### config.mk
export PLATFORM = sky130hd
export DESIGN_NAME = mbt_front
export DESIGN_NICKNAME = d
export VERILOG_FILES = /design/src/hw/rtl/mbt_pkg.sv /design/src/hw/rtl/mbt_front.sv
export SDC_FILE = /design/constraint.sdc
export NUM_CORES = 2
export LEC_CHECK = 0
export BUFFER_PORTS_ARGS = -buffer_cell sky130_fd_sc_hd__buf_4
export CAP_MARGIN = 20
export CORE_ASPECT_RATIO = 0.9
export CORE_MARGIN = 2
export CORE_UTILIZATION = 30
export DETAILED_ROUTE_END_ITERATION = 10
export PLACE_DENSITY = 0.47
export SLEW_MARGIN = 30
export SYNTH_ARGS = -nofsm -noshare
export SYNTH_HDL_FRONTEND = slang
export SYNTH_SLANG_ARGS = --single-unit
### constraint.sdc
create_clock -name clk -period 4.4 [get_ports clk]
set_clock_uncertainty 0.05 [all_clocks]
set_input_delay 0.22 -clock clk [delete_from_list [all_inputs] [get_ports clk]]
set_output_delay 0.22 -clock clk [all_outputs]
set_load 0.01 [all_outputs]
### src/hw/rtl/mbt_pkg.sv
// ----------------------------------------------------------------------------
// mbt_pkg
// Shared types, constants and helpers for the escape-time grid point tester.
// ----------------------------------------------------------------------------
package mbt_pkg;

    // grid and fixed-point format
    localparam int GRID_MAX   = 1024;
    localparam int IDX_W      = 10;
    localparam int Q_W        = 32;
    localparam int STEP_W     = 31;
    localparam int ITER_W     = 16;
    localparam int FRAC_BITS  = 28;
    localparam int WIDE_W     = 48;
    localparam int PROD_W     = 64;
    localparam int ADDR_W     = 4;
    localparam int DATA_W     = 32;
    localparam int QUEUE_DEPTH = 2;

    // escape radius 2, squared, in Q8.56
    localparam logic [PROD_W-1:0] ESCAPE_SQ = 64'h0400_0000_0000_0000;

    // register reset values
    localparam logic signed [Q_W-1:0] X_LEFT_RST   = 32'shE000_0000;
    localparam logic signed [Q_W-1:0] Y_BOTTOM_RST = 32'shF000_0000;
    localparam logic [STEP_W-1:0]     STEP_RST     = 31'h0199_999A;
    localparam logic [ITER_W-1:0]     MAX_ITER_RST = 16'd256;

    // register map, word index
    typedef enum logic [1:0] {
        REG_X_LEFT    = 2'd0,
        REG_Y_BOTTOM  = 2'd1,
        REG_STEP      = 2'd2,
        REG_MAX_ITERS = 2'd3
    } reg_idx_t;

    typedef struct packed {
        logic [IDX_W-1:0] col_index;
        logic [IDX_W-1:0] row_index;
    } in_item_t;

    typedef struct packed {
        logic              in_set;
        logic [ITER_W-1:0] iter_count;
    } out_item_t;

    typedef struct packed {
        logic signed [Q_W-1:0] x_left;
        logic signed [Q_W-1:0] y_bottom;
        logic [STEP_W-1:0]     step;
        logic [ITER_W-1:0]     max_iters;
    } cfg_t;

    typedef struct packed {
        logic signed [Q_W-1:0] c_re;
        logic signed [Q_W-1:0] c_im;
    } point_t;

    // saturate a wide signed value to the Q4.28 range
    function automatic logic signed [Q_W-1:0] sat_q(input logic signed [WIDE_W-1:0] v);
        logic signed [WIDE_W-1:0] hi;
        logic signed [WIDE_W-1:0] lo;
        begin
            hi = {{(WIDE_W-Q_W+1){1'b0}}, {(Q_W-1){1'b1}}};
            lo = {{(WIDE_W-Q_W+1){1'b1}}, {(Q_W-1){1'b0}}};
            if (v > hi)
                sat_q = hi[Q_W-1:0];
            else if (v < lo)
                sat_q = lo[Q_W-1:0];
            else
                sat_q = v[Q_W-1:0];
        end
    endfunction

    // clamp an index to the last grid tick
    function automatic logic [IDX_W-1:0] clamp_index(input logic [IDX_W-1:0] idx);
        logic [31:0] wide;
        begin
            wide = {{(32-IDX_W){1'b0}}, idx};
            if (wide >= 32'(GRID_MAX))
                clamp_index = IDX_W'(GRID_MAX - 1);
            else
                clamp_index = idx;
        end
    endfunction

endpackage

### src/hw/rtl/mbt_front.sv
// ----------------------------------------------------------------------------
// mbt_front
// Turns grid indexes into a Q4.28 point and holds it in a short point queue.
// ----------------------------------------------------------------------------
module mbt_front (
    input  logic              clk,
    input  logic              rst_n,
    input  mbt_pkg::cfg_t     cfg,
    input  logic              push,
    output logic              full,
    input  mbt_pkg::in_item_t item,
    output logic              pt_valid,
    output mbt_pkg::point_t   pt,
    input  logic              pt_take
);
    import mbt_pkg::*;

    localparam int PTR_W = $clog2(QUEUE_DEPTH);
    localparam int CNT_W = $clog2(QUEUE_DEPTH + 1);
    localparam int MUL_W = IDX_W + STEP_W;

    point_t              mem_reg [QUEUE_DEPTH];
    logic [PTR_W-1:0]    wr_ptr_reg, wr_ptr_next;
    logic [PTR_W-1:0]    rd_ptr_reg, rd_ptr_next;
    logic [CNT_W-1:0]    count_reg, count_next;
    logic                do_push, do_pop;
    logic [IDX_W-1:0]    col, row;
    logic [MUL_W-1:0]    col_off, row_off;
    logic signed [WIDE_W-1:0] re_sum, im_sum;
    point_t              new_pt;

    // point = origin + index * step, saturated
    always_comb
    begin
        col     = clamp_index(item.col_index);
        row     = clamp_index(item.row_index);
        col_off = MUL_W'(col) * MUL_W'(cfg.step);
        row_off = MUL_W'(row) * MUL_W'(cfg.step);
        re_sum  = WIDE_W'(cfg.x_left) + $signed({{(WIDE_W-MUL_W){1'b0}}, col_off});
        im_sum  = WIDE_W'(cfg.y_bottom) + $signed({{(WIDE_W-MUL_W){1'b0}}, row_off});
        new_pt.c_re = sat_q(re_sum);
        new_pt.c_im = sat_q(im_sum);
    end

    // queue control
    assign full     = (count_reg == CNT_W'(QUEUE_DEPTH));
    assign pt_valid = (count_reg != '0);
    assign do_push  = push && !full;
    assign do_pop   = pt_take && pt_valid;
    assign pt       = mem_reg[rd_ptr_reg];

    always_comb
    begin
        wr_ptr_next = wr_ptr_reg;
        rd_ptr_next = rd_ptr_reg;
        count_next  = count_reg;
        if (do_push)
            wr_ptr_next = (wr_ptr_reg == PTR_W'(QUEUE_DEPTH - 1)) ? '0 : wr_ptr_reg + 1'b1;
        if (do_pop)
            rd_ptr_next = (rd_ptr_reg == PTR_W'(QUEUE_DEPTH - 1)) ? '0 : rd_ptr_reg + 1'b1;
        if (do_push && !do_pop)
            count_next = count_reg + 1'b1;
        else if (do_pop && !do_push)
            count_next = count_reg - 1'b1;
    end

    always_ff @(posedge clk or negedge rst_n)
    begin
        if (!rst_n)
        begin
            wr_ptr_reg <= '0;
            rd_ptr_reg <= '0;
            count_reg  <= '0;
        end
        else
        begin
            wr_ptr_reg <= wr_ptr_next;
            rd_ptr_reg <= rd_ptr_next;
            count_reg  <= count_next;
        end
    end

    // queue storage
    always_ff @(posedge clk)
    begin
        if (do_push)
            mem_reg[wr_ptr_reg] <= new_pt;
    end

endmodule

==> impl_metrics.py <==
metrics = {
    "status": {
        "status": "finished with violations",
        "violations": "negative setup slack",
    },
    "critical_path": {
        "crit_type": "primary input to flip-flop",
        "critPathCaptureType": "flip-flop",
        "critPathMaxStageDelay_ns": 0.54,
        "path_max_fanout": 8,
        "crit_arrival_ns": 8.59,
        "critPathBufInv": 6,
        "critical_path_required_ns": 4.54,
        "cpMostUsedCell": "fa_1",
        "timing.critical_path.from_type": "primary input",
        "crit_family": "compound AO/OA/AOI/OAI gates",
        "critical-path-slowest-cell": "fa_1",
        "r2r_slack_ns": 2.50,
    },
    "route": {
        "routedWlPerCell_um": 16.8,
        "drt_iter0_drc": 1076,
        "postRouteAntennaNets": 0,
        "vias": 24000,
        "viasPerCell": 4.65,
        "dr.pass1.iters": 5,
        "wirelength_um": 86800,
        "drc": 0,
    },
    "grt": {
        "grtUsageTotal_pct": 17.5,
        "grt_first_pass_wirelength_um": 138000,
        "grt_max_degree": 65,
        "grt_overflow": 0,
        "antenna_found_initial": 2,
        "grt_pass1_vias": 24900,
    },
    "clocking": {
        "cts_made_buffers": 17,
        "clkSlewWorstSetupHoldPaths_ns": 0.06,
        "insertion_delay_ns": 0.46,
        "cts_sinks": 132,
        "htree_levels": 4,
        "cts-root-buf": "clkbuf_16",
        "cts_tree": "done",
        "clock_path_buffers": 2,
    },
    "finish": {
        "n_antenna_cell": 0,
        "final_util_pct": 40.1,
        "fin_nets": 4713,
        "drive_gt1_share_pct": 30.4,
        "area_growth_syn_to_layout_pct": 32.4,
        "largest_register_ffs": 128,
        "finish.instance_area_um2": 38700,
    },
    "yosys": {
        "synthDistinctLibCells": 85,
        "syn_inst": 3169,
        "synth_edf_count": 128,
        "avgSynthCellArea_um2": 9.22,
        "synth_top_area_cell": "fa_1",
        "async_flop_share_pct": 3.03,
        "ys_seq_area_share_pct": 13.5,
        "ys.warnings.count": 0,
        "synth_area_leaders": "fa_1 (32%), edfxtp_1 (13%), ha_1 (10%)",
        "synth_nets": 4005,
        "yosysTopAreaCellShare_pct": 31.7,
        "ys_ff_latch": 132,
        "synth.cell_area_um2": 29200,
        "ys.flop_type": "edfxtp_1",
    },
    "die": {
        "die-area_um2": 99900,
        "num_rows": 108,
        "core_area_um2": 96500,
        "initial_utilization_pct": 30.3,
        "die_y_um": 300,
        "io_pins": 201,
        "fp.dieW_um": 333,
    },
    "timing": {
        "fin_crit_ns": 8.45,
        "holdWs_ns": 0.0364,
        "setup_violations": 128,
        "slew_headroom_pct": 49.1,
        "rsz0062_at_grt": "yes",
        "setup_ws_ns": -4.05,
        "max_freq_mhz": 118,
        "slew_viol_final": 0,
        "max_slew.worst_pin.slew_ns": 0.764,
        "hold_viol": 0,
        "min_period_over_period_pct": 192,
    },
    "placed_design": {
        "place_congestion": 0.845,
        "hpwlAfterDp_um": 72800,
        "post_dp_cell_area_um2": 36700,
        "pre_cts_slack_ns": -4.79,
        "port_buffers": 184,
    },
    "flow_run": {
        "cap_viol_max_count": 0,
    },
    "hold_path": {
        "hp-class": "primary input to asynchronous set/reset pin",
    },
}
worst paths after layout:
kind | startpoint | cells past startpoint | to
worst max register to register | count_reg[0] | 5 | mem_reg[0][42]
min in group clk | push | 3 | wr_ptr_reg
worst min-delay path | rst_n | 2 | count_reg[1]
worst min register to register | count_reg[1] | 1 | count_reg[1]
max in group asynchronous | rst_n | 2 | wr_ptr_reg
worst max-delay path | item[11] | 36 | mem_reg[0][60]
synth_stat cells, drive strengths merged (6+ instances only):
cell	number
xor2	54
o21a	15
o31ai	13
o21bai	30
xnor2	98
a31oi	27
nor2	78
inv	442
nor4	11
buf	18
a21oi	129
a2111oi	7
nand4	28
and4	6
a211oi	15
nor2b	15
or2	7
nor3	22
a31o	6
and3	20
mux2	64
or3	10
o21ai	127
o211ai	15
a21o	94
clkbuf	157
and2	343
ha	239
nand2	359
fa	462
a221o	6
edfxtp	128
nand3	42
nand2b	17
logic make-up after synthesis:
kind of cell / synth area share (%)
buffers and inverters: 8.36
xor gates and xnor gates: 4.56
muxes: 2.53
and+or+nand+nor: 17.2
AOI/OAI and AO/OA: 12.0
adders and majority gates: 41.9
DFF: 13.5
what timing repair did:
action,in CTS,in global routing
endpoints found under the hold margin,5,0
setup endpoints to repair,128,128
gates resized for setup,91,107
buffers inserted,26,21
hold buffers,2,0
cloned,4,4
pin swaps,46,69
layout make-up:
type                    count  area (µm²)
flip-flops and latches    132        3950
clock inverters            14         139
multi-input cells        2417       23900
well taps                1265        1580
fillers                  9888       57800
repair buffers            867        7000
inverters                 442        1660
clock buffers              17         425
placed cells by master (no fill, tap or decap), types with 58 or more instances in the layout:
cell type  count
buf_4        808
fa_1         455
inv_1        431
nand2_1      352
and2_1       323
ha_1         224
edfxtp_1     128
a21oi_1      105
a21o_1        94
xnor2_1       93
nor2_1        74
mux2_2        64
o21ai_0       58
metal layers:
| metal | up-vias | track usage [%] | part of all wire, % |
|---|---|---|---|
| li1 | 11700 | - | - |
| met1 | 11800 | 25.4 | 49 |
| met2 | 361 | 27.7 | 45 |
| met3 | 59 | 2.57 | 4.2 |
| met4 | 4 | 3.22 | 1.3 |
| met5 | - | 0 | 0.027 |
metrics by stage:
step / TNS (ns) / std cells
finish: -484.82 / 5154
global route: -522.17 / 5154
CTS: -487.92 / 5131
detailed placement: -587.31 / 5068
global placement: -577.25 / 5067
floorplan: -486.80 / 3169
Power is left out: the tool's default activity adds up to more than one toggle a clock period on the data nets, which glitch-free logic cannot reach.
