$ cat config.mk
export PLATFORM = sky130hd
export DESIGN_NAME = mbt_cfg
export DESIGN_NICKNAME = d
export VERILOG_FILES = /design/src/hw/rtl/mbt_pkg.sv /design/src/hw/rtl/mbt_cfg.sv
export SDC_FILE = /design/constraint.sdc
export NUM_CORES = 1
export LEC_CHECK = 0
export BUFFER_PORTS_ARGS = -buffer_cell sky130_fd_sc_hd__buf_2
export CAP_MARGIN = 20
export CORE_MARGIN = 3
export CORE_UTILIZATION = 49
export DETAILED_ROUTE_END_ITERATION = 10
export PLACE_DENSITY = 0.8
export SLEW_MARGIN = 20
export SYNTH_ARGS = -nofsm -noshare
export SYNTH_HDL_FRONTEND = slang
export SYNTH_SLANG_ARGS = --single-unit
$ cat constraint.sdc
create_clock -name clk -period 2 [get_ports clk]
set_clock_uncertainty 0.15 [all_clocks]
set_input_delay 0.4 -clock clk [delete_from_list [all_inputs] [get_ports clk]]
set_output_delay 0.4 -clock clk [all_outputs]
set_load 0.05 [all_outputs]
$ cat src/hw/rtl/mbt_pkg.sv
// ----------------------------------------------------------------------------
// mbt_pkg
// Shared types, constants and helpers for the escape-time grid point tester.
// ----------------------------------------------------------------------------
package mbt_pkg;

    // grid and fixed-point format
    localparam int GRID_MAX   = 1024;
    localparam int IDX_W      = 10;
    localparam int Q_W        = 32;
    localparam int STEP_W     = 31;
    localparam int ITER_W     = 16;
    localparam int FRAC_BITS  = 28;
    localparam int WIDE_W     = 48;
    localparam int PROD_W     = 64;
    localparam int ADDR_W     = 4;
    localparam int DATA_W     = 32;
    localparam int QUEUE_DEPTH = 2;

    // escape radius 2, squared, in Q8.56
    localparam logic [PROD_W-1:0] ESCAPE_SQ = 64'h0400_0000_0000_0000;

    // register reset values
    localparam logic signed [Q_W-1:0] X_LEFT_RST   = 32'shE000_0000;
    localparam logic signed [Q_W-1:0] Y_BOTTOM_RST = 32'shF000_0000;
    localparam logic [STEP_W-1:0]     STEP_RST     = 31'h0199_999A;
    localparam logic [ITER_W-1:0]     MAX_ITER_RST = 16'd256;

    // register map, word index
    typedef enum logic [1:0] {
        REG_X_LEFT    = 2'd0,
        REG_Y_BOTTOM  = 2'd1,
        REG_STEP      = 2'd2,
        REG_MAX_ITERS = 2'd3
    } reg_idx_t;

    typedef struct packed {
        logic [IDX_W-1:0] col_index;
        logic [IDX_W-1:0] row_index;
    } in_item_t;

    typedef struct packed {
        logic              in_set;
        logic [ITER_W-1:0] iter_count;
    } out_item_t;

    typedef struct packed {
        logic signed [Q_W-1:0] x_left;
        logic signed [Q_W-1:0] y_bottom;
        logic [STEP_W-1:0]     step;
        logic [ITER_W-1:0]     max_iters;
    } cfg_t;

    typedef struct packed {
        logic signed [Q_W-1:0] c_re;
        logic signed [Q_W-1:0] c_im;
    } point_t;

    // saturate a wide signed value to the Q4.28 range
    function automatic logic signed [Q_W-1:0] sat_q(input logic signed [WIDE_W-1:0] v);
        logic signed [WIDE_W-1:0] hi;
        logic signed [WIDE_W-1:0] lo;
        begin
            hi = {{(WIDE_W-Q_W+1){1'b0}}, {(Q_W-1){1'b1}}};
            lo = {{(WIDE_W-Q_W+1){1'b1}}, {(Q_W-1){1'b0}}};
            if (v > hi)
                sat_q = hi[Q_W-1:0];
            else if (v < lo)
                sat_q = lo[Q_W-1:0];
            else
                sat_q = v[Q_W-1:0];
        end
    endfunction

    // clamp an index to the last grid tick
    function automatic logic [IDX_W-1:0] clamp_index(input logic [IDX_W-1:0] idx);
        logic [31:0] wide;
        begin
            wide = {{(32-IDX_W){1'b0}}, idx};
            if (wide >= 32'(GRID_MAX))
                clamp_index = IDX_W'(GRID_MAX - 1);
            else
                clamp_index = idx;
        end
    endfunction

endpackage

$ cat src/hw/rtl/mbt_cfg.sv
// ----------------------------------------------------------------------------
// mbt_cfg
// APB register file for the grid origin, tick spacing and iteration limit.
// ----------------------------------------------------------------------------
module mbt_cfg (
    input  logic                       clk,
    input  logic                       rst_n,
    input  logic                       psel,
    input  logic                       penable,
    input  logic                       pwrite,
    input  logic [mbt_pkg::ADDR_W-1:0] paddr,
    input  logic [mbt_pkg::DATA_W-1:0] pwdata,
    output logic [mbt_pkg::DATA_W-1:0] prdata,
    output logic                       pready,
    output mbt_pkg::cfg_t              cfg
);
    import mbt_pkg::*;

    logic signed [Q_W-1:0] x_left_reg;
    logic signed [Q_W-1:0] y_bottom_reg;
    logic [STEP_W-1:0]     step_reg;
    logic [ITER_W-1:0]     max_iters_reg;
    reg_idx_t              idx;
    logic                  wr_en;

    assign pready = 1'b1;
    assign idx    = reg_idx_t'(paddr[ADDR_W-1:2]);
    assign wr_en  = psel && penable && pwrite && pready;

    // register writes on the access phase
    always_ff @(posedge clk or negedge rst_n)
    begin
        if (!rst_n)
        begin
            x_left_reg    <= X_LEFT_RST;
            y_bottom_reg  <= Y_BOTTOM_RST;
            step_reg      <= STEP_RST;
            max_iters_reg <= MAX_ITER_RST;
        end
        else if (wr_en)
        begin
            unique case (idx)
                REG_X_LEFT:    x_left_reg    <= pwdata;
                REG_Y_BOTTOM:  y_bottom_reg  <= pwdata;
                REG_STEP:      step_reg      <= pwdata[STEP_W-1:0];
                REG_MAX_ITERS: max_iters_reg <= pwdata[ITER_W-1:0];
                default: ;
            endcase
        end
    end

    // read mux
    always_comb
    begin
        unique case (idx)
            REG_X_LEFT:    prdata = x_left_reg;
            REG_Y_BOTTOM:  prdata = y_bottom_reg;
            REG_STEP:      prdata = {{(DATA_W-STEP_W){1'b0}}, step_reg};
            REG_MAX_ITERS: prdata = {{(DATA_W-ITER_W){1'b0}}, max_iters_reg};
            default:       prdata = '0;
        endcase
    end

    assign cfg.x_left    = x_left_reg;
    assign cfg.y_bottom  = y_bottom_reg;
    assign cfg.step      = step_reg;
    assign cfg.max_iters = max_iters_reg;

endmodule

==> reports/qor.csv, run 1 <==
stage,metric,value,unit
setup_path,critPathSlowestCell,sky130_fd_sc_hd__mux2i_2,
yosys,synth_sequential_area_ratio,55.96,%
routing,number_of_nets_still_failing_antenna_checks_after_routing,0,
setup_path,worstSetupStartpointType,input pin,
yosys,syn_area_per_cell,15.86,um^2
final_layout,final_design_area_excluding_fillers,6802,um^2
final_layout,antenna_cells_inserted,0,
placement,globalplace.congestion,0.7558,
routing,iter_0_drt_violations,118,
floorplan,dieWidth,107.1,um
global_route,grt_use_met1,28.40,%
setup_path,worst-endpoint-required,1450,ps
floorplan,die_y,107.1,um
clocking,cts_tree,done,
clocking,clock_tree.buffer_depth,2,
sta,finalSetupViolCount,1,
routing,vias_after_detailed_routing,3454,
setup_path,critPathMaxFanout,12,
setup_path,worst-path-stages,6,
placement,dp_slack,-67.92,ps
yosys,ys_dominant_reg_cell,sky130_fd_sc_hd__dfrtp_1,
global_route,via_count_of_the_first_global_routing_pass,3574,
clocking,clock_sink_count,111,
setup_path,critical_path.max_stage_delay,300,ps
power,switching_share,47.73,%
routing,wl,12470,um
worst_hold_path,min-delay-path-class,in2reg,
placement,port_buffers,181,
global_route,grt_antenna_before_repair,0,
outcome,failed_checks,setup timing,
sta,fin_ws,-17.65,ps
sta,final.hold.worst_slack,143.1,ps
worst_hold_path,worst_hold_path.num_cells,2,
sta,max_freq,495.6,MHz
floorplan,boundaryPins,185,
routing,drt-pass1-iter-count,4,
yosys,ys_seq_elements,111,
global_route,grt.total_usage,21.72,%
final_layout,final_layout_size_suffix_gt1_share,76.10,%
sta,timing.setup.tns,-17.65,ps
sta,final_hold_viol_count,0,
power,sum_of_internal_switching_and_leakage_power,9098,uW
global_route,grtUsageMet3,4.455,%
clocking,clock_insertion_delay_worst_skew,340,ps
global_route,grt_max_degree,58,
setup_path,crit_path_cell_trace,"buf_2, buf_4, buf_12, mux2i_2, o21ai_4, buf_4",
clocking,root_buffer_cell,sky130_fd_sc_hd__clkbuf_8,
sta,timing.final.crit_share,100.9,%
sta,rsz0062_at_grt,true,
final_layout,number_of_nets_in_the_layout,559,
yosys,postSynth.asyncResetShare,100.0,%
setup_path,path_class,in2out,
global_route,overflow,0,
final_layout,layout-area-overhead-vs-synth,35.73,%
yosys,synthesis.nets,357,
power,power.sequential.fraction,36.0,%
routing,detail_route.drc_violations,0,
global_route,top_usage_layer,met2,
setup_path,timing.critical_path.max_delay_family,buffers and inverters,
global_route,global_route_wire_length_before_repair,19450,um
placement,dpl-instance-area,6350,um^2
run,cap_viol_max_count,0,
setup_path,timing.reg2reg.worst_path_depth,2,
global_route,grtUsageMet2,37.67,%
power,worst_ir_drop_vdd,816.8,uV
outcome,run_status,finished with violations,
power,power.clock.fraction,13.4,%
setup_path,cp_common_cell,sky130_fd_sc_hd__buf_4,
setup_path,timing.critical_path.buf_inv,4,
floorplan,core.rowCount,36,
routing,drt-wirelength-per-cell,19.00,um
floorplan,design.core.area,9864,um^2
power,power_frac_comb,50.6,%
power,cellPowerDensity,1338,nW/um^2
floorplan,die-area,11480,um^2
placement,place_hpwl,8914,um
setup_path,worstPathArrival,1470,ps
sta,timing_max_transition_violations_final,0,
clocking,cts-buffers-inserted,9,
yosys,synthDistinctLibCells,22,
clocking,h-tree-depth,3,
sta,period_needed,2018,ps
setup_path,endpoint_kind,primary output,
clocking,clk_transition_reported_paths,100,ps
power,power.switching,4342,uW
yosys,synthesis.yosys.warnings,0,
routing,drt-vias-per-instance,5.265,
floorplan,floorplan.initialDensity,50.80,%
yosys,synth_enable_flop_cells,0,
yosys,synth_area,5011,um^2
power,intPower,4756,uW
power,power.leakage,0.003319,uW
yosys,postSynthCellCount,316,
-- power groups by stage --
stage / Clock, uW / Sequential (uW) / Combinational, uW
2_1_floorplan: 0 / 5100 / 1490
3_3_place_gp: 0 / 3260 / 4290
3_5_place_dp: 0 / 3300 / 4350
4_1_cts: 1240 / 3270 / 4500
5_1_grt: 1330 / 3360 / 4780
6_report: 1210 / 3280 / 4610
-- stage by stage --
step	cells	util [%]
6_report	656	68.95
4_1_cts	647	67.44
2_1_floorplan	316	-
3_3_place_gp	629	64.37
3_5_place_dp	629	64.37
5_1_grt	656	68.95
-- worst paths after layout --
path	startpoint	endpoint	slack, ps
max in group asynchronous	rst_n	step_reg[8]	930
worst max-delay path	paddr[2]	prdata[18]	-20
min in group asynchronous	rst_n	y_bottom_reg[27]	230
worst min-delay path	pwdata[31]	y_bottom_reg[31]	140
worst max register to register	y_bottom_reg[11]	y_bottom_reg[11]	940
worst min register to register	x_left_reg[27]	x_left_reg[27]	380
-- routing by layer --
layer / up-vias / wire [um]
met1: 1760 / 5101
met2: 139 / 6412
met3: 11 / 867
met5: - / 0
met4: 0 / 84
li1: 1544 / -
-- Yosys cell counts, types with 2 or more instances --
master,count,share of area (%)
sky130_fd_sc_hd__mux4_2,16,7.2
sky130_fd_sc_hd__nand2_1,15,1.1
sky130_fd_sc_hd__buf_2,11,1.1
sky130_fd_sc_hd__mux2_2,79,18
sky130_fd_sc_hd__clkbuf_1,4,0.30
sky130_fd_sc_hd__buf_4,3,0.45
sky130_fd_sc_hd__buf_6,4,0.90
sky130_fd_sc_hd__nor2_1,2,0.15
sky130_fd_sc_hd__o21ai_0,15,1.5
sky130_fd_sc_hd__dfstp_2,21,11
sky130_fd_sc_hd__mux2_1,2,0.45
sky130_fd_sc_hd__dfrtp_1,90,45
sky130_fd_sc_hd__mux2i_1,16,3.2
sky130_fd_sc_hd__mux2_4,30,9.0
-- kinds of logic after synthesis --
group	after synthesis	synth area share (%)
mux	143	37.58
flops	111	55.96
simple gates	23	2.073
buf+inv	23	2.821
compound gates	15	1.498
other cells	1	0.07483
-- area by class of cell --
type                    instances  area (um^2)
fillers                       700         3063
flip-flops and latches        111         2804
multi-input cells             182         2231
repair buffers                213         1420
well taps                     133        166.4
clock buffers                  12        145.1
clock inverters                 4        31.28
inverters                       1        3.754
-- layout by cell type (no fill, tap or decap), types with 2 or more instances in the layout --
master                       instances
sky130_fd_sc_hd__buf_12              9
sky130_fd_sc_hd__buf_2             149
sky130_fd_sc_hd__buf_4              33
sky130_fd_sc_hd__buf_6              21
sky130_fd_sc_hd__clkbuf_1            2
sky130_fd_sc_hd__clkbuf_8           10
sky130_fd_sc_hd__clkinvlp_4          3
sky130_fd_sc_hd__dfrtp_1            90
sky130_fd_sc_hd__dfstp_2            21
sky130_fd_sc_hd__mux2_1              2
sky130_fd_sc_hd__mux2_2             79
sky130_fd_sc_hd__mux2_4             30
sky130_fd_sc_hd__mux2i_1             9
sky130_fd_sc_hd__mux2i_2             7
sky130_fd_sc_hd__mux4_2             16
sky130_fd_sc_hd__nand2_1            15
sky130_fd_sc_hd__nor2_4              2
sky130_fd_sc_hd__o21ai_1             2
sky130_fd_sc_hd__o21ai_2             5
sky130_fd_sc_hd__o21ai_4             8
-- repair_timing --
action / 4_1_cts / 5_1_grt
gates cloned: 0 / 1
endpoints found under the hold margin: 90 / 0
hold buffers: 1 / 0
setup endpoints to repair: 30 / 27
gates resized for setup: 39 / 25
setup buffers: 1 / 8
(Power assumes the default switching activity.)
==> run 2, diff against run 1 <==
--- a/config.mk
+++ b/config.mk
@@ -10,7 +10,7 @@
 export CORE_MARGIN = 3
 export CORE_UTILIZATION = 49
 export DETAILED_ROUTE_END_ITERATION = 10
-export PLACE_DENSITY = 0.8
+export PLACE_DENSITY = 0.88
 export SLEW_MARGIN = 20
 export SYNTH_ARGS = -nofsm -noshare
 export SYNTH_HDL_FRONTEND = slang
==> reports/qor.csv, run 2 (synthesis results as in run 1) <==
stage,metric,value,unit
sta,finalSetupViolCount,2,
power,power.switching,4502,uW
sta,period_needed,2025,ps
power,power.leakage,0.003494,uW
placement,port_buffers,181,
floorplan,core.rowCount,36,
routing,number_of_nets_still_failing_antenna_checks_after_routing,0,
global_route,global_route_wire_length_before_repair,21050,um
floorplan,die-area,11480,um^2
final_layout,final_layout_fill_cell_count,611,
placement,dpl-instance-area,6342,um^2
final_layout,final_cell_mix,"sky130_fd_sc_hd__buf_2, sky130_fd_sc_hd__dfrtp_1, sky130_fd_sc_hd__mux2_2",
final_layout,number_of_nets_in_the_layout,584,
placement,globalplace.congestion,0.7761,
setup_path,worstReg2RegEnd,x_left_reg[0],
outcome,run_status,finished with violations,
clocking,cts_tree,done,
floorplan,boundaryPins,185,
setup_path,path_class,reg2out,
worst_hold_path,min-delay-path-class,in2reg,
floorplan,die_y,107.1,um
power,power_frac_comb,51.2,%
setup_path,cp-endpoint,prdata[5],
setup_path,worstPathArrival,1480,ps
setup_path,critPathMaxFanout,3,
setup_path,worstSetupStartpointType,flip-flop,
sta,final_hold_viol_count,0,
final_layout,layout-area-overhead-vs-synth,42.45,%
sta,fin_ws,-25.33,ps
final_layout,finalCoreUtilization,72.36,%
routing,vias_after_detailed_routing,3707,
power,power.clock.fraction,14.4,%
clocking,clock_tree.buffer_depth,2,
setup_path,cp-startpoint,step_reg[5],
power,power.sequential.fraction,34.4,%
power,switching_share,47.09,%
routing,wl,14260,um
clocking,clk_transition_reported_paths,100,ps
floorplan,design.core.area,9864,um^2
sta,timing.final.crit_share,101.3,%
setup_path,worst-endpoint-required,1450,ps
floorplan,floorplan.initialDensity,50.80,%
floorplan,dieWidth,107.1,um
setup_path,timing.reg2reg.worst_path_depth,2,
routing,drt-pass1-iter-count,4,
final_layout,antenna_cells_inserted,0,
placement,place.detailed.instances,628,
global_route,grt.total_usage,23.87,%
global_route,overflow,0,
clocking,root_buffer_cell,sky130_fd_sc_hd__clkbuf_8,
clocking,clock_sink_count,111,
placement,dp_slack,-103.0,ps
routing,detail_route.drc_violations,0,
final_layout,final_design_area_excluding_fillers,7138,um^2
placement,place_hpwl,9436,um
sta,rsz0062_at_grt,true,
sta,timing_max_transition_violations_final,0,
power,worst_ir_drop_vdd,836.0,uV
sta,timing.setup.tns,-42.08,ps
setup_path,critical_path.reg2reg.startpoint,x_left_reg[0],
routing,iter_0_drt_violations,184,
power,intPower,5059,uW
routing,drt-vias-per-instance,5.443,
power,cellPowerDensity,1339,nW/um^2
global_route,grt_antenna_before_repair,0,
clocking,clock_insertion_delay_worst_skew,360,ps
outcome,failed_checks,setup timing,
clocking,h-tree-depth,3,
final_layout,final_common_cell,sky130_fd_sc_hd__buf_2,
sta,max_freq,493.7,MHz
final_layout,final_layout_size_suffix_gt1_share,78.47,%
setup_path,endpoint_kind,primary output,
final_layout,final_cells,681,
setup_path,r2r_slack,930,ps
routing,drt-wirelength-per-cell,20.94,um
clocking,cts-buffers-inserted,9,
global_route,grt_max_degree,59,
run,cap_viol_max_count,0,
global_route,via_count_of_the_first_global_routing_pass,3939,
[run 2: how the worst min path moves through the flow]
stage / start / end / slack [ps] / cells past startpoint
after floorplan: rst_n / max_iters_reg[0] / -50 / 0
after global placement: rst_n / y_bottom_reg[18] / 80 / 1
after detailed placement: rst_n / step_reg[18] / 70 / 1
after CTS: pwdata[26] / x_left_reg[26] / 110 / 2
after global routing: pwdata[27] / x_left_reg[27] / 120 / 2
final: pwdata[26] / x_left_reg[26] / 140 / 2
[run 2: per-stage QoR]
step,hold slack [ps],total power (uW)
2_1_floorplan,-45.59,6590
5_1_grt,118.0,9931
3_5_place_dp,74.37,7668
4_1_cts,112.3,9355
6_report,139.1,9561
3_3_place_gp,75.41,7545
[run 2: layout make-up]
type	instances	area, um^2	area share (%)
clock buffers	10	137.6	1.928
clock inverters	6	68.82	0.9641
inverters	1	3.754	0.05259
multi-input cells	182	2255	31.59
flip-flops and latches	111	2804	39.28
well taps	133	166.4	2.331
repair buffers	238	1703	23.86
[run 2: power groups by stage]
stage | clock network, uW | logic [uW] | registers, uW
6_report | 1370 | 4890 | 3290
5_1_grt | 1510 | 5080 | 3340
4_1_cts | 1420 | 4690 | 3250
3_5_place_dp | 0 | 4360 | 3310
3_3_place_gp | 0 | 4300 | 3250
2_1_floorplan | 0 | 1490 | 5100
[run 2: per-layer routing]
layer / GRT usage, % / share of wire, % / vias to the layer above
met3: 5.780 / 7.3 / 20
met5: 0 / 0 / -
met2: 41.55 / 52 / 170
li1: - / - / 1599
met1: 28.66 / 39 / 1918
met4: 8.950 / 1.5 / 0
[run 2: timing repair]
action | in CTS | in global routing
resized for setup | 48 | 37
gates cloned | 0 | 3
buffers inserted | 19 | 14
hold buffers | 1 | 0
hold endpoints to repair | 90 | 0
setup endpoints to repair | 32 | 32
[run 2: critical path, stage by stage, from the launching register on]
cell and delay, ps:
sky130_fd_sc_hd__dfrtp_1 430, sky130_fd_sc_hd__mux4_2 510, sky130_fd_sc_hd__buf_6 180
==> run 3, diff against run 2 <==
==> constraint.sdc (replaced) <==
create_clock -name clk -period 2 [get_ports clk]
set_clock_uncertainty 0.15 [all_clocks]
set_input_delay 0 -clock clk [delete_from_list [all_inputs] [get_ports clk]]
set_output_delay 0 -clock clk [all_outputs]
set_load 0.05 [all_outputs]
==> reports/qor.csv, run 3 (synthesis results as in run 1) <==
stage,metric,value,unit
final_layout,seqCellArea,2804,um^2
floorplan,die_y,107.1,um
global_route,grtUsageMet3,6.382,%
sta,finalSetupViolCount,0,
global_route,grt_use_met1,26.17,%
sta,final_hold_viol_count,0,
setup_path,critical_path.max_stage_delay,480,ps
setup_path,critPathMaxFanout,3,
clocking,cts_resized,0,
routing,drt-pass1-iter-count,4,
routing,drt-wirelength-per-cell,19.73,um
outcome,run_status,finished clean,
clocking,root_buffer_cell,sky130_fd_sc_hd__clkbuf_8,
final_layout,layout-area-overhead-vs-synth,32.51,%
global_route,overflow,0,
final_layout,final_layout_fill_cell_count,672,
placement,place_hpwl,8716,um
global_route,grt_max_degree,60,
floorplan,dieWidth,107.1,um
floorplan,boundaryPins,185,
clocking,cts-buffers-inserted,9,
setup_path,critical_path.reg2reg.startpoint,x_left_reg[27],
routing,number_of_nets_still_failing_antenna_checks_after_routing,0,
clocking,cts_tree,done,
floorplan,core.rowCount,36,
global_route,grt.total_usage,23.19,%
final_layout,final_common_cell,sky130_fd_sc_hd__buf_2,
floorplan,die-area,11480,um^2
routing,wl,13220,um
clocking,clock_insertion_delay_worst_skew,350,ps
run,cap_viol_max_count,0,
placement,port_buffers,181,
setup_path,worstSetupStartpointType,flip-flop,
setup_path,critPathSlowestCell,sky130_fd_sc_hd__mux4_2,
sta,timing.final.crit_share,81.93,%
setup_path,worstReg2RegEnd,x_left_reg[27],
sta,timing_max_transition_violations_final,0,
floorplan,design.core.area,9864,um^2
clocking,clock_tree.buffer_depth,2,
routing,drt-vias-per-instance,5.387,
sta,max_slew.worst_pin.slew,938.3,ps
clocking,clock_sink_count,111,
setup_path,worstPathArrival,1490,ps
sta,timing.setup.tns,0,ps
routing,iter_0_drt_violations,168,
setup_path,endpoint_kind,primary output,
sta,max_freq,610.3,MHz
clocking,cts.hold.buffers_added,34,
setup_path,path_class,reg2out,
routing,vias_after_detailed_routing,3609,
power,worst_ir_drop_vdd,787.6,uV
setup_path,crit_path_cell_trace,"mux4_2, buf_2",
final_layout,final_cell_mix,"sky130_fd_sc_hd__buf_2, sky130_fd_sc_hd__dfrtp_1, sky130_fd_sc_hd__mux2_2",
global_route,grtUsageMet2,42.72,%
sta,max_slew_margin,37.44,%
setup_path,r2r_slack,1030,ps
setup_path,timing.reg2reg.worst_path_depth,1,
clocking,h-tree-depth,3,
global_route,via_count_of_the_first_global_routing_pass,3943,
final_layout,final_design_area_excluding_fillers,6640,um^2
sta,fin_ws,361.3,ps
setup_path,worst-endpoint-required,1850,ps
placement,globalplace.congestion,0.8222,
power,power.leakage,0.003300,uW
final_layout,number_of_nets_in_the_layout,573,
final_layout,antenna_cells_inserted,0,
worst_hold_path,min-delay-path-class,in2async,
power,cellPowerDensity,1340,nW/um^2
final_layout,multi_input_area,2081,um^2
routing,detail_route.drc_violations,0,
global_route,grt_antenna_before_repair,2,
final_layout,final_layout_size_suffix_gt1_share,67.04,%
global_route,top_usage_layer,met2,
clocking,post-cts-setup-buffer-count,0,
sta,rsz0062_at_grt,false,
placement,dpl-instance-area,6091,um^2
floorplan,floorplan.initialDensity,50.80,%
clocking,clk_transition_reported_paths,120,ps
global_route,global_route_wire_length_before_repair,20680,um
placement,dp_slack,257.1,ps
sta,period_needed,1639,ps
## run 3: cell count changes in the layout (fill, tap and decap cells not counted), sizes merged
cell	delta
clkinv	+1
clkinvlp	-3
dlygate4sd3	+32
buf	-41
bufinv	-1
inv	+3
clkbuf	-2
## run 3: worst max-delay path by stage
stage                                   end              start  depth (start not counted)
after floorplan                  prdata[28]   y_bottom_reg[28]                          2
after global placement     max_iters_reg[5]               psel                          4
after detailed placement  max_iters_reg[11]               psel                          4
after CTS                         prdata[9]        step_reg[9]                          2
after global routing              prdata[9]        step_reg[9]                          2
final                            prdata[12]  max_iters_reg[12]                          2
## run 3: metal layers
layer  vias to the layer above  part of all wire, %
met3                        29                  6.4
met4                         4                  1.9
li1                       1581                    -
met2                       163                   53
met1                      1832                   38
met5                         -                 0.20
## run 3: critical path, delay by kind of cell, from the launching register on
| kind | cells | cell delay (ps) |
|---|---|---|
| flip-flops | 1 | 420 |
| multiplexers | 1 | 480 |
| buffers and inverters | 1 | 230 |
## run 3: metrics by stage
stage,total power (uW),std cells,hold WS (ps),utilization [%]
final,8901,670,53.86,67.31
after global routing,9267,670,51.22,67.31
after CTS,8948,670,39.64,67.31
after detailed placement,7547,620,-193.1,61.75
after global placement,7436,620,-195.1,61.75
after floorplan,6515,316,-445.6,-
## run 3: final cells by class
type,instances,area share (%)
sequential,111,42.23
clock inverter,6,0.9233
inverter,1,0.05653
timing repair buffer,227,20.88
clock buffer,10,2.073
multi-input combinational,182,31.34
tap,133,2.506
## run 3: report_power, final
group / internal (uW) / switching (uW)
clock network: 522 / 806
registers: 2840 / 421
logic: 1190 / 3120
total: 4560 / 4350
